**config.mk**
```make
export PLATFORM = sky130hd
export DESIGN_NAME = gcfr_front
export DESIGN_NICKNAME = d
export VERILOG_FILES = /design/src/sv/gcfr_pkg.sv /design/src/sv/gcfr_front.sv
export SDC_FILE = /design/constraint.sdc
export NUM_CORES = 1
export LEC_CHECK = 0
export BUFFER_PORTS_ARGS = -buffer_cell sky130_fd_sc_hd__buf_2
export CAP_MARGIN = 20
export CORE_AREA = 4 4 190 192
export CTS_CLUSTER_DIAMETER = 30
export DETAILED_ROUTE_END_ITERATION = 16
export DIE_AREA = 0 0 194 196
export HOLD_SLACK_MARGIN = 0.15
export MAX_ROUTING_LAYER = met4
export SETUP_SLACK_MARGIN = 0.3
export SYNTH_ARGS = -nofsm -noshare
export SYNTH_HDL_FRONTEND = slang
export SYNTH_SLANG_ARGS = --single-unit
```
**constraint.sdc**
```tcl
create_clock -name clk -period 13.3 [get_ports clk]
set_input_delay 0.665 -clock clk [delete_from_list [all_inputs] [get_ports clk]]
set_output_delay 0.665 -clock clk [all_outputs]
set_load 0.02 [all_outputs]
```
**src/sv/gcfr_pkg.sv**
```systemverilog
package gcfr_pkg;

	localparam int VAL_W  = 32;
	localparam int FRAC_W = 16;
	localparam int NRM_W  = 16;
	localparam int NRM_FB = 14;
	localparam int REST_W = 18;
	localparam int CFG_IDX_W = 2;

	localparam logic [CFG_IDX_W-1:0] CFG_CELL_SPACING  = 2'd0;
	localparam logic [CFG_IDX_W-1:0] CFG_INV_TIMESTEP  = 2'd1;
	localparam logic [CFG_IDX_W-1:0] CFG_RESTITUTION   = 2'd2;

	localparam logic [31:0]       CELL_SPACING_RST = 32'd3277;
	localparam logic [31:0]       INV_TIMESTEP_RST = 32'd655360000;
	localparam logic [REST_W-1:0] RESTITUTION_RST  = '0;

	typedef struct packed {
		logic               node_active;
		logic signed [31:0] vel_x;
		logic signed [31:0] vel_y;
		logic signed [31:0] vel_z;
		logic signed [31:0] nearest_distance;
		logic signed [31:0] previous_distance;
		logic signed [15:0] normal_x;
		logic signed [15:0] normal_y;
		logic signed [15:0] normal_z;
		logic [31:0]        surface_friction;
	} node_t;

	typedef struct packed {
		logic signed [31:0] new_vel_x;
		logic signed [31:0] new_vel_y;
		logic signed [31:0] new_vel_z;
		logic               collided;
		logic               sliding;
		logic               saturated;
	} result_t;

	// classified node handed from the front end to the arithmetic pipeline
	typedef struct packed {
		logic                  coll;
		logic [2:0][VAL_W-1:0] vel;
		logic [2:0][NRM_W-1:0] nrm;
		logic [31:0]           fric;
		logic [31:0]           depth;
	} work_t;

endpackage

```
**src/sv/gcfr_front.sv**
```systemverilog
module gcfr_front (
	input  logic                clk,
	input  logic                arst_n,
	input  logic                push,
	input  gcfr_pkg::node_t     node,
	output logic                full,
	input  logic [31:0]         cell_spacing,
	input  logic                mq_full,
	output logic                mq_push,
	output gcfr_pkg::work_t     mq_data
);

	gcfr_pkg::node_t    node_s1;
	logic               vld_q;
	logic               rdy;
	logic signed [31:0] d, p;
	logic signed [33:0] dcomp;
	logic [31:0]        absd;

	assign rdy     = !vld_q || !mq_full;
	assign full    = !rdy;
	assign mq_push = vld_q && !mq_full;

	always_ff @(posedge clk or negedge arst_n) begin
		if (!arst_n) begin
			vld_q <= 1'b0;
		end else if (rdy) begin
			vld_q <= push;
		end
	end

	always_ff @(posedge clk) begin
		if (push && rdy) begin
			node_s1 <= node;
		end
	end

	// depth measured against the earlier distance when that one was already inside
	always_comb begin
		d     = node_s1.nearest_distance;
		p     = node_s1.previous_distance;
		dcomp = 34'(d) - (p[31] ? 34'(p) : 34'sd0);
		absd  = d[31] ? (~d + 32'd1) : d;

		mq_data.coll   = node_s1.node_active && (absd <= cell_spacing) && dcomp[33];
		mq_data.vel[0] = node_s1.vel_x;
		mq_data.vel[1] = node_s1.vel_y;
		mq_data.vel[2] = node_s1.vel_z;
		mq_data.nrm[0] = node_s1.normal_x;
		mq_data.nrm[1] = node_s1.normal_y;
		mq_data.nrm[2] = node_s1.normal_z;
		mq_data.fric   = node_s1.surface_friction;
		mq_data.depth  = 32'(-dcomp);
	end

endmodule

```
==> results.ini <==
[power]
p_sw_share_pct=26.61
leakagePower_nw=6.834
switching_power_uw=704.0
p_int_mw=1.941
pwr-share-seq_pct=34.5
comb_power_share_pct=14.5
p_clk_share_pct=50.9
ir_worst_vdd_v=0.0001431
p_per_area_mw_per_mm2=162.9

[global_route]
grt_usage_pct=19.84
grt_pass1_vias=9334
grt_max_degree=83
antenna_found_initial=18
grt_pass1_wl_mm=55.37
grt_overflow=0

[die]
dieArea_sq_mm=0.03802
initial_utilization_pct=36.88
die_x_um=194
core.rowCount=68
pin_count=488
coreArea_sq_mm=0.03437
dieHeight_um=196

[critical_path]
crit_fanout=32
required_ns=12.64
reg2reg_from=vld_q
cp_num_buf_inv=1
end_kind=primary output
critPathLaunchType=register
reg2reg_to=p[0]
reg2reg_slack_ns=10.08
r2r_cells=4
crit_type=reg2out
path_cells=nand2_1 -> ha_1 -> nor2b_1 -> o2111ai_1 -> a21boi_0 -> or4_1 -> and3_4 -> or3_4 -> or4_4 -> or4_4 -> nor4_4 -> xnor2_1 -> buf_2
worstPathArrival_ns=5.66
crit_family=simple AND/OR/NAND/NOR gates
slowest_stage=edfxtp_1
cpMostUsedCell=or4_4
critPathMaxStageDelay_ns=1.01

[synthesis]
synth_cells=1025
synth-edff-count=241
avgSynthCellArea_sq_um=12.37
synth.distinct_cells=61
async_flop_share_pct=0.4132
synth.top_cell.area_share_pct=57.09
netlist_area_sq_mm=0.01268
ys_seq_area_share_pct=57.28
yosysWarnings=0
synth_top_area_cell=edfxtp_1
synth-main-ff-cell=edfxtp_1
ys_top_cells_by_area=edfxtp_1 (57%), buf_4 (10%), ha_1 (6.5%)
ys_ff_latch=242
synth_commonest_cells=edfxtp_1 (241), buf_4 (177), nand2_1 (79)
synth_most_common_cell=edfxtp_1
synth_nets=1369

[placed_design]
io_buffers=487
gp_congestion=0.8618
place_area_sq_mm=0.01431
dpl.hpwl_mm=30.70
dp_cells=1776

[drt]
first_iter_violations=428
vias_per_cell=4.718
routed_wl_mm=38.40
drc=0
via_count=8921
first_pass_iters=5
postRouteAntennaNets=0
wl_per_cell_um=20.31

[cells_and_area]
fin_area_sq_mm=0.01623
nets=1723
instances_no_fill=1891
multi_input_area_sq_mm=0.003842
fill_cells=3175
drive_above_1_share_pct=42.60
area_growth_syn_to_layout_pct=28.06
final_util_pct=47.23
seq_area_sq_mm=0.007262

[timing]
fin_crit_sh_pct=47.54
rsz0062_at_grt=no
setup_viol=0
fin_setup_tns_ns=0
final_hold_viol_count=0
drv_slew=0
fin_skew_ns=0.03650
worst_pin_slew_ns=1.041
relSlewSlack_pct=30.57
clock.fmax_mhz=158.2
period_minus_slack_ns=6.323

[run_status]
status=completed

[min_path]
hold_end=mq_data[51]
hold_path.class=in2reg
hold_depth=1
holdCritStartpoint=node[19]

[clock_tree]
insertion_delay_ns=0.57
cts_tree=yes
cts_buffers=55
clock_sinks=242
htree_levels=2
path_clk_slew_ns=0.05
cts.path.max_buffers=3
root_buffer=clkbuf_16

[job]
maxCapViolCount=0

## state kept, by name, summed over array words and instances (netlist names)
name and count:
p 32, node_s1 1, d 32, vld_q 1
mq_data 176
## cell usage in the layout (no fill, tap or decap), drive strengths merged, types with 3 or more instances in the layout
cell type / n
buf: 491
edfxtp: 241
nand2: 79
xnor2: 67
ha: 66
clkbuf: 60
inv: 50
a21oi: 48
o21ai: 35
nor2: 32
clkinv: 25
nor3: 21
nand3: 17
xor2: 16
a21o: 15
nand2b: 13
nand4: 12
and2: 12
diode: 11
or3: 9
or2: 8
o21a: 8
o211ai: 8
o31ai: 7
bufinv: 7
nor2b: 7
clkinvlp: 6
or4: 6
nor4: 6
o41ai: 5
a221oi: 5
and3: 5
nand3b: 4
a31oi: 4
a21boi: 4
o21bai: 3
a211oi: 3
## metrics by stage
stage	setup slack (ns)	power [mW]	hold WS [ns]
final	6.977	2.645	0.2565
after detailed placement	7.541	1.312	0.4458
after floorplan	1.016	1.219	0.3694
after CTS	6.954	2.673	0.2181
after global placement	7.660	1.309	0.4421
after global routing	6.601	2.755	0.2290
## kinds of logic after synthesis
logic type | Yosys count | synth area share, %
xor+xnor | 83 | 5.734
buf+inv | 240 | 12.47
compound gates | 153 | 7.846
mux | 1 | 0.07896
flops | 242 | 57.28
simple gates | 239 | 9.919
fa+ha+maj | 67 | 6.672
## worst max-delay path by stage
stage / startpoint / to / slack [ns] / cells after the start
after floorplan: mq_full / d[0] / 1.02 / 2
after global placement: p[31] / mq_data[29] / 7.66 / 15
after detailed placement: p[31] / mq_data[29] / 7.54 / 15
after CTS: p[31] / mq_data[29] / 6.95 / 15
after global routing: p[31] / mq_data[29] / 6.60 / 15
final: p[31] / mq_data[29] / 6.98 / 13
## metal layers
layer | track usage, % | vias to the layer above | part of all wire (%)
met5 | - | - | 0
met4 | 6.589 | 0 | 2.7
met3 | 8.741 | 70 | 10
met2 | 35.08 | 348 | 53
met1 | 19.60 | 4238 | 34
li1 | - | 4265 | -
## power by group through the flow
stage	registers [mW]	logic (mW)	clock network, mW
final	0.913	0.384	1.35
after floorplan	0.935	0.284	0
after global routing	0.917	0.424	1.41
after CTS	0.914	0.388	1.37
after detailed placement	0.926	0.386	0
after global placement	0.926	0.384	0
## repair_timing
| item | in CTS | in global routing |
|---|---|---|
| setup endpoints to repair | 0 | 0 |
| hold buffers | 1 | 0 |
| hold endpoints to repair | 1 | 0 |
| buffers inserted | 0 | 0 |
| resized for setup | 0 | 0 |
## layout make-up
type | count | share of cell area, %
Antenna cell | 11 | 0.1696
Multi-Input combinational cell | 543 | 23.67
Inverter | 45 | 1.040
Tap cell | 455 | 3.507
Timing Repair Buffer | 492 | 15.26
Sequential cell | 242 | 44.73
Clock buffer | 60 | 8.593
Clock inverter | 43 | 3.029
(Power assumes the default switching activity.)
