<file path="config.mk">
export PLATFORM = sky130hd
export DESIGN_NAME = gcfr_queue
export DESIGN_NICKNAME = d
export VERILOG_FILES = /design/src/sv/gcfr_queue.sv
export SDC_FILE = /design/constraint.sdc
export NUM_CORES = 1
export LEC_CHECK = 0
export ABC_AREA = 1
export BUFFER_PORTS_ARGS = -buffer_cell sky130_fd_sc_hd__buf_2
export CORE_UTILIZATION = 25
export CTS_BUF_LIST = sky130_fd_sc_hd__clkbuf_4
export DETAILED_ROUTE_END_ITERATION = 12
export PLACE_DENSITY = 0.38
export SKIP_LAST_GASP = 1
export SYNTH_ARGS = -nofsm -noshare
export SYNTH_HDL_FRONTEND = slang
export SYNTH_SLANG_ARGS = --single-unit
export TNS_END_PERCENT = 30
</file>
<file path="constraint.sdc">
create_clock -name clk -period 2.35 [get_ports clk]
set_input_delay 0.3525 -clock clk [delete_from_list [all_inputs] [get_ports clk]]
set_output_delay 0.3525 -clock clk [all_outputs]
set_load 0.01 [all_outputs]
</file>
<file path="src/sv/gcfr_queue.sv">
module gcfr_queue #(
	parameter int WIDTH = 8,
	parameter int DEPTH = 4
) (
	input  logic             clk,
	input  logic             arst_n,
	input  logic             push,
	input  logic [WIDTH-1:0] din,
	output logic             full,
	input  logic             pop,
	output logic [WIDTH-1:0] dout,
	output logic             empty
);

	localparam int AW = (DEPTH > 1) ? $clog2(DEPTH) : 1;
	localparam int CW = $clog2(DEPTH + 1);

	logic [WIDTH-1:0] mem_q [DEPTH];
	logic [AW-1:0]    wr_q, rd_q;
	logic [CW-1:0]    cnt_q;
	logic             wr, rd;

	assign full  = (cnt_q == CW'(DEPTH));
	assign empty = (cnt_q == '0);
	assign wr    = push && !full;
	assign rd    = pop && !empty;
	assign dout  = mem_q[rd_q];

	always_ff @(posedge clk or negedge arst_n) begin
		if (!arst_n) begin
			wr_q  <= '0;
			rd_q  <= '0;
			cnt_q <= '0;
		end else begin
			if (wr) begin
				wr_q <= (wr_q == AW'(DEPTH - 1)) ? '0 : wr_q + 1'b1;
			end
			if (rd) begin
				rd_q <= (rd_q == AW'(DEPTH - 1)) ? '0 : rd_q + 1'b1;
			end
			if (wr && !rd) begin
				cnt_q <= cnt_q + 1'b1;
			end else if (rd && !wr) begin
				cnt_q <= cnt_q - 1'b1;
			end
		end
	end

	always_ff @(posedge clk) begin
		if (wr) begin
			mem_q[wr_q] <= din;
		end
	end

endmodule

</file>
==> results of run 1 <==
==> flip-flops by register name, indices dropped and copies added, names as in the netlist <==
name   flops
wr_q       2
cnt_q      3
mem_q     32
rd_q       2
==> metal layers <==
| layer | track usage | wire (µm) | up-vias |
|---|---|---|---|
| met4 | 0.04242 | 57 | 0 |
| li1 | - | - | 565 |
| met3 | 0.03465 | 132 | 6 |
| met5 | 0 | 0 | - |
| met1 | 0.1138 | 1400 | 542 |
| met2 | 0.1825 | 1727 | 17 |
==> power groups by stage <==
stage	clock network [mW]	logic, mW	registers (mW)
floorplan	0	0.710	1.01
global placement	0	0.962	1.01
detailed placement	0	0.991	1.02
CTS	0.362	0.994	1.00
global route	0.389	1.11	1.02
finish	0.344	0.969	1.00
==> cell families (layout without fill, tap and decap cells) <==
kind of cell	after synthesis	count (layout)	synth area share
AND/OR/NAND/NOR	53	53	0.1209
flip-flops	39	39	0.6458
buffers and inverters	37	68	0.1003
AO/OA/AOI/OAI	17	17	0.07397
adder cells (fa/ha/maj)	7	7	0.05405
XOR/XNOR	1	1	0.004980
==> placed cells by master, fill, tap and decap left out <==
master and count:
buf_2 21, buf_4 6, clkbuf_4 6, clkinv_2 1, clkinvlp_4 1, dfrtp_1 7, dlygate4sd3_1 1, edfxtp_1 32
fa_1 1, ha_1 6, inv_1 31, inv_2 1, nand2_1 38, nand2_2 1, nand3_1 7, nand4_1 1
nor2_1 6, o211ai_1 15, o211ai_2 1, o21ai_0 1, xnor2_1 1
==> worst max-delay path, cell delays in order (launching register included) <==
cell and delay (ns):
dfrtp_1 0.44, inv_2 0.06, nand3_1 0.17, nand2_2 0.13, inv_1 0.08, ha_1 0.16, inv_1 0.07, fa_1 0.39
nand2_1 0.13, nand3_1 0.09, nand2_1 0.06, nand2_1 0.04
==> layout make-up <==
class                           count  area (µm²)  area share
Multi-Input combinational cell     78       446.7      0.2189
Clock buffer                        6       45.04     0.02207
Timing Repair Buffer               28       160.2     0.07848
Sequential cell                    39        1136      0.5567
Inverter                           32       120.1     0.05886
Clock inverter                      2       12.51    0.006131
Tap cell                           96       120.1     0.05886
==> synthesized netlist by cell type (all sizes together) <==
cell / count
inv: 32
fa: 1
ha: 6
dfrtp: 7
xnor2: 1
buf: 5
nand3: 7
nand2: 39
nand4: 1
o21ai: 1
o211ai: 16
nor2: 6
edfxtp: 32
==> final timing paths <==
kind,endpoint,start
setup / recovery,cnt_q[2],cnt_q[0]
hold / removal,mem_q[0][3],din[3]
setup reg to reg,cnt_q[2],cnt_q[0]
hold reg to reg,cnt_q[2],cnt_q[2]
max in group asynchronous,rd_q[0],arst_n
min in group asynchronous,wr_q[1],arst_n
==> repair_timing <==
action	CTS	global route
buffers inserted	0	0
hold buffers	1	0
hold endpoints to repair	7	0
resized for setup	0	0
==> per-stage QoR <==
stage / utilization / power, mW / setup slack, ns
after floorplan: - / 1.717 / 0.6569
after global placement: 0.2904 / 1.972 / 0.5611
after detailed placement: 0.2904 / 2.008 / 0.4419
after CTS: 0.3004 / 2.358 / 0.4261
after global routing: 0.3004 / 2.519 / 0.2311
final: 0.3004 / 2.313 / 0.4365
==> reports/metrics.yaml, run 1 <==
run_status:
  status: "complete, no violations"
route:
  drc: 0
  num_vias: 1130
  antenna_left: 0
  first_iter_violations: 43
  via_per_inst: 4.021
  dr.pass1.iters: 4
  routedWlPerCell_um: 11.80
  routed_wl_um: 3317
cts:
  cts.reportedPaths.clkPinSlew_ns: 0.12
  htreeDepth: 2
  clock_latency_ns: 0.34
  cts_buffers: 5
  cts_sinks: 39
  root_buffer: "clkbuf_4"
  cts_tree: "built"
  clock_path_buffers: 2
logic_synthesis:
  avgSynthCellArea_um2: 11.42
  ys_top_cells_by_area: "edfxtp_1 (55%), dfrtp_1 (10%), nand2_1 (8.1%)"
  syn_area_mm2: 0.001759
  synthCells: 154
  syn_nets: 173
  yosys_warnings: 0
  ys_seq_elements: 39
  yosysSeqAreaShare: 0.6458
  yosysTopAreaCell: "edfxtp_1"
  synth_top_area_frac: 0.5462
  yosys.cell_types.count: 16
sta:
  setup_viol: 0
  drv_slew: 0
  min_period_ns: 1.914
  worst_pin_slew_ns: 0.3532
  slew_headroom: 0.7643
  holdWs_ns: 0.2225
  hold_viol: 0
  fin_crit_sh: 0.8143
  rsz0062_at_grt: "no"
  max_freq_mhz: 522.6
  tns_ns: 0
  skew_ns: 0.007682
power_and_ir_drop:
  clock_power_share: 0.149
  p_leak_nw: 0.8976
  p_int_mw: 1.415
  power_switching_uw: 898.7
  powerDensity_mw_per_mm2: 1134
  pwr-share-comb: 0.419
  peakVddDrop_v: 0.0003941
  p_sw_frac: 0.3885
  sequentialPowerShare: 0.432
setup_path:
  critPathKind: "reg2reg"
  endpoint_kind: "flip-flop"
  cp-start-kind: "flip-flop"
  r2r_setup_slack_ns: 0.44
  crit_arrival_ns: 2.15
  crit_required_ns: 2.59
  ff2ff_path_depth: 11
  crit_fanout: 7
placed_design:
  portBuffers: 21
  dp.cells: 272
  place_area_mm2: 0.001973
  place_congestion: 0.7288
  place_hpwl_um: 2267
floorplan:
  coreArea_mm2: 0.006794
  die_w_um: 85.89
  row_count: 30
  ios: 22
  die_h_um: 85.89
  initial_core_util: 0.2589
  die-area_mm2: 0.007376
grt:
  grt_max_degree: 36
  grt_pass1_vias: 1211
  grt_pass1_wl_um: 5637
  grt_usage: 0.1034
  grt_antenna_before_repair: 0
  grt_overflow: 0
worst_hold_path:
  hold_path_depth: 1
  hold_path.class: "in2reg"
finish:
  instances_no_fill: 281
  design_area_mm2: 0.002041
  antenna_cells: 0
  nets: 203
  fill_cells: 700
  drive_above_1_share: 0.2054
  syn_to_final_growth_pct: 16.00
job:
  maxCapViolCount: 0
Power figures use the tool's default switching activity.
==> run 2, diff against run 1 <==
--- a/config.mk
+++ b/config.mk
@@ -10,7 +10,7 @@
 export CORE_UTILIZATION = 25
 export CTS_BUF_LIST = sky130_fd_sc_hd__clkbuf_4
 export DETAILED_ROUTE_END_ITERATION = 12
-export PLACE_DENSITY = 0.38
+export PLACE_DENSITY = 0.39
 export SKIP_LAST_GASP = 1
 export SYNTH_ARGS = -nofsm -noshare
 export SYNTH_HDL_FRONTEND = slang
==> constraint.sdc (replaced) <==
create_clock -name clk -period 1.69 [get_ports clk]
set_input_delay 0.2535 -clock clk [delete_from_list [all_inputs] [get_ports clk]]
set_output_delay 0.2535 -clock clk [all_outputs]
set_load 0.01 [all_outputs]
==> run 2 against run 1 <==
Against the previous run:
- power is 54% higher
- sequential power increased by 39%
- via count is 0.71% lower
- count of clock-buffer cells in the layout down 1
- clock skew rose by 0.0018 ns
- register-to-register slack got worse by 0.37 ns
- utilization increased by 1.8 points
- die area unchanged
- critical endpoint is now cnt_q[1]
- largest power group is now combinational logic
==> reports/metrics.yaml, run 2 (synthesis results as in run 1) <==
route:
  num_vias: 1122
  first_iter_violations: 20
  via_per_inst: 3.882
  routedWlPerCell_um: 11.31
  drc: 0
  dr.pass1.iters: 2
  routed_wl_um: 3270
  antenna_left: 0
cts:
  cts.reportedPaths.clkPinSlew_ns: 0.12
  cts_buffers: 5
  clock_path_buffers: 2
  cts_tree: "built"
  htreeDepth: 2
  root_buffer: "clkbuf_4"
  clock_latency_ns: 0.34
  cts_sinks: 39
placed_design:
  dp.cells: 276
  place_congestion: 0.8190
  dp_slack_ns: -0.07610
  place_hpwl_um: 2257
  portBuffers: 21
floorplan:
  die_w_um: 85.89
  die_h_um: 85.89
  coreArea_mm2: 0.006794
  initial_core_util: 0.2589
  die-area_mm2: 0.007376
  row_count: 30
  ios: 22
grt:
  grt_usage: 0.09998
  grt_pass1_wl_um: 5306
  grt_max_degree: 36
  grt_pass1_vias: 1106
  grt_antenna_before_repair: 0
  grt_overflow: 0
sta:
  slew_headroom: 0.8769
  min_period_ns: 1.620
  worst_pin_slew_ns: 0.1846
  fin_crit_sh: 0.9586
  setup_slack_ns: 0.06993
  tns_ns: 0
  max_freq_mhz: 617.3
  rsz0062_at_grt: "yes"
  hold_viol: 0
  setup_viol: 0
  skew_ns: 0.009492
  drv_slew: 0
setup_path:
  worst_path_most_repeated_cell: "inv_2"
  critical_path.top_delay_family: "adder cells"
  endpoint_kind: "flip-flop"
  crit_fanout: 3
  crit_required_ns: 1.92
  slowest_delay_ns: 0.42
  crit_arrival_ns: 1.85
  cp-start-kind: "flip-flop"
  critical_path.slowest_cell: "fa_2"
  path_buf_inv: 3
  path_cells: "inv_2 > nand3_2 > nand2_2 > inv_1 > ha_4 > inv_2 > fa_2 > nand2_1 > o21ai_0"
  critPathKind: "reg2reg"
finish:
  largest_register: "mem_q"
  final_cell_mix: "nand2_1 (37), edfxtp_1 (32), inv_1 (27), buf_2 (21), o211ai_1 (15)"
  instances_no_fill: 289
  multi_input_area_um2: 474.2
  largest_register_ffs: 32
  fill_cells: 689
  drive_above_1_share: 0.2850
  register_area_mm2: 0.001136
  syn_to_final_growth_pct: 23.04
  fin_util: 0.3186
  antenna_cells: 0
  final_common_cell: "nand2_1"
  nets: 211
  biggestRegsByFlops: "mem_q (32), cnt_q (3)"
power_and_ir_drop:
  p_sw_frac: 0.3649
  sequentialPowerShare: 0.391
  power_switching_mw: 1.296
  p_int_mw: 2.255
  peakVddDrop_v: 0.0005735
  pwr-share-comb: 0.437
  clock_power_share: 0.172
  p_leak_nw: 0.9517
  powerDensity_mw_per_mm2: 1641
worst_hold_path:
  hold_path.class: "in2reg"
job:
  maxCapViolCount: 0
run_status:
  status: "complete, no violations"
## run 2: layer usage
metal / GRT usage / up-vias / routed length [µm]
met4: 0.05000 / 0 / 71
met3: 0.03657 / 7 / 119
met2: 0.1696 / 19 / 1665
li1: - / 585 / -
met1: 0.1102 / 511 / 1414
met5: 0 / - / 0
## run 2: power groups by stage
stage / combinational [mW] / sequential (mW) / clock, mW
after CTS: 1.52 / 1.39 / 0.642
after global placement: 1.43 / 1.40 / 0
after global routing: 1.76 / 1.41 / 0.688
final: 1.55 / 1.39 / 0.612
after floorplan: 0.993 / 1.40 / 0
after detailed placement: 1.48 / 1.41 / 0
## run 2: path summary, 6_finish.rpt
| path | from | end | slack, ns | depth (start not counted) |
|---|---|---|---|---|
| setup / recovery | cnt_q[1] | cnt_q[1] | 0.07 | 9 |
| hold / removal | din[5] | mem_q[2][5] | 0.12 | 1 |
| setup reg to reg | cnt_q[1] | cnt_q[1] | 0.07 | 9 |
| hold reg to reg | cnt_q[2] | cnt_q[2] | 0.55 | 2 |
| max in group asynchronous | arst_n | rd_q[1] | 1.26 | 2 |
| min in group asynchronous | arst_n | wr_q[0] | 0.26 | 2 |
## run 2: cell type report
cell class                      count  area share
Sequential cell                    39      0.5249
Multi-Input combinational cell     78      0.2191
Timing Repair Buffer               36      0.1075
Inverter                           32     0.05549
Tap cell                           96     0.05549
Clock inverter                      3     0.02023
Clock buffer                        5     0.01734
## run 2: through the flow
step           hold slack [ns]  cell area (µm²)  total power, mW
2_1_floorplan         -0.04209             1764            2.397
3_3_place_gp            0.1050             2021            2.834
3_5_place_dp            0.1120             2021            2.895
4_1_cts                 0.1020             2125            3.546
5_1_grt                0.08177             2165            3.862
6_report                0.1217             2165            3.551
## run 2: timing repair
item / CTS / global route
hold endpoints to repair: 7 / 0
hold buffers: 1 / 0
endpoints found under the setup margin: 2 / 8
pin swaps: 0 / 3
gates resized for setup: 3 / 6
buffers inserted: 1 / 3
==> run 3, diff against run 2 <==
--- a/config.mk
+++ b/config.mk
@@ -7,10 +7,10 @@
 export LEC_CHECK = 0
 export ABC_AREA = 1
 export BUFFER_PORTS_ARGS = -buffer_cell sky130_fd_sc_hd__buf_2
-export CORE_UTILIZATION = 25
+export CORE_UTILIZATION = 53
 export CTS_BUF_LIST = sky130_fd_sc_hd__clkbuf_4
 export DETAILED_ROUTE_END_ITERATION = 12
-export PLACE_DENSITY = 0.39
+export PLACE_DENSITY = 0.74
 export SKIP_LAST_GASP = 1
 export SYNTH_ARGS = -nofsm -noshare
 export SYNTH_HDL_FRONTEND = slang
==> run 3 against run 2 <==
Against the previous run:
- first-iteration DRC count is 5.0% lower
- largest power group unchanged
- highest routed layer unchanged
- clock skew is 0.0011 ns higher
- critical path type unchanged
- cell area is 1.7% lower
- critical endpoint is now cnt_q[2]
==> reports/metrics.yaml, run 3 (synthesis results as in run 1) <==
floorplan:
  row_count: 20
  die-area_mm2: 0.003553
  ios: 22
  die_h_um: 59.61
  initial_core_util: 0.5669
  coreArea_mm2: 0.003103
  die_w_um: 59.61
setup_path:
  crit_fanout: 3
  cp-start-kind: "flip-flop"
  critPathKind: "reg2reg"
  endpoint_kind: "flip-flop"
  crit_required_ns: 1.92
  crit_arrival_ns: 1.91
sta:
  drv_slew: 0
  rsz0062_at_grt: "yes"
  worst_pin_slew_ns: 0.1740
  skew_ns: 0.01063
  slew_headroom: 0.8839
  tns_ns: 0
  hold_viol: 0
  setup_viol: 0
  fin_crit_sh: 0.9937
  max_freq_mhz: 595.5
  min_period_ns: 1.679
finish:
  largest_register_ffs: 32
  design_area_mm2: 0.002127
  drive_above_1_share: 0.3046
  final_cell_mix: "nand2_1 (36), edfxtp_1 (32), inv_1 (26), buf_2 (21), buf_4 (17)"
  largest_register: "mem_q"
  biggestRegsByFlops: "mem_q (32), cnt_q (3)"
  antenna_cells: 0
  syn_to_final_growth_pct: 20.91
  nets: 215
  final_common_cell: "nand2_1"
  instances_no_fill: 241
placed_design:
  place_hpwl_um: 2207
  place_area_mm2: 0.001978
  portBuffers: 21
  place_congestion: 0.7069
  dp.cells: 227
cts:
  clock_latency_ns: 0.34
  cts_tree: "built"
  cts.reportedPaths.clkPinSlew_ns: 0.11
  cts_buffers: 5
  root_buffer: "clkbuf_4"
  htreeDepth: 2
  cts_sinks: 39
  clock_path_buffers: 2
route:
  drc: 0
  routedWlPerCell_um: 13.05
  antenna_left: 0
  via_per_inst: 4.896
  routed_wl_um: 3145
  num_vias: 1180
  first_iter_violations: 19
  dr.pass1.iters: 4
worst_hold_path:
  hold_path.class: "in2reg"
power_and_ir_drop:
  peakVddDrop_v: 0.001207
  powerDensity_mw_per_mm2: 1689
  p_leak_nw: 0.9691
grt:
  grt_overflow: 0
  grt_pass1_vias: 1104
  grt_antenna_before_repair: 0
  grt_pass1_wl_um: 5030
  grt_max_degree: 36
  grt_usage: 0.2066
run_status:
  status: "complete, no violations"
job:
  maxCapViolCount: 0
[run 3: changes by cell type in the layout (fill, tap and decap cells not counted), sizes merged]
cell,change
buf,+4
[run 3: cell type report]
cell class              instances  area [µm²]
clock buffers                   5       37.54
clock inverters                 3       38.79
fillers                       250       975.9
inverters                      32       120.1
multi-input cells              78       476.7
flip-flops and latches         39        1136
well taps                      44       55.05
repair buffers                 40       262.8
[run 3: worst max-delay path, stage by stage (launching register included)]
cell and delay, ns:
dfrtp_1 0.44, inv_2 0.09, nand3_2 0.11, nand2_2 0.11
ha_4 0.14, inv_2 0.05, fa_2 0.35, nand2_2 0.08
nand3_1 0.08, nand2_1 0.09, nand2_1 0.05
[run 3: repair_timing]
item | in CTS | in global routing
endpoints found under the setup margin | 2 | 8
hold buffers | 1 | 0
hold endpoints to repair | 7 | 0
resized for setup | 5 | 7
buffers inserted | 3 | 2
pin swaps | 2 | 4
[run 3: per-stage QoR]
step	utilization	power [mW]	hold WS, ns	setup slack [ns]
after CTS	0.6750	3.542	0.1005	0.005051
after detailed placement	0.6375	2.880	0.09762	-0.09340
after global routing	0.6855	3.876	0.08864	-0.07544
after floorplan	-	2.397	-0.04209	0.02688
after global placement	0.6375	2.790	0.09297	0.05680
final	0.6855	3.593	0.1161	0.01064
[run 3: layer usage]
metal | track usage | up-vias | routed length, µm
met5 | 0 | - | 0
met4 | 0.07973 | 0 | 54
met3 | 0.06769 | 5 | 144
met2 | 0.3531 | 23 | 1586
met1 | 0.2412 | 561 | 1360
li1 | - | 591 | -
[run 3: power by group]
part           internal, mW  leakage (nW)  total, mW  switching, mW
logic                 0.691         0.548       1.60          0.908
registers              1.29         0.378       1.40          0.107
clock network         0.304        0.0426      0.597          0.293
total                  2.28         0.969       3.59           1.31
[run 3: path summary, 6_finish.rpt]
kind | from | to | slack, ns | depth (start not counted)
max in group asynchronous | arst_n | rd_q[1] | 1.26 | 2
setup / recovery | cnt_q[2] | cnt_q[2] | 0.01 | 10
setup reg to reg | cnt_q[2] | cnt_q[2] | 0.01 | 10
min in group asynchronous | arst_n | cnt_q[0] | 0.26 | 2
hold / removal | din[6] | mem_q[3][6] | 0.12 | 1
hold reg to reg | wr_q[1] | wr_q[1] | 0.56 | 2
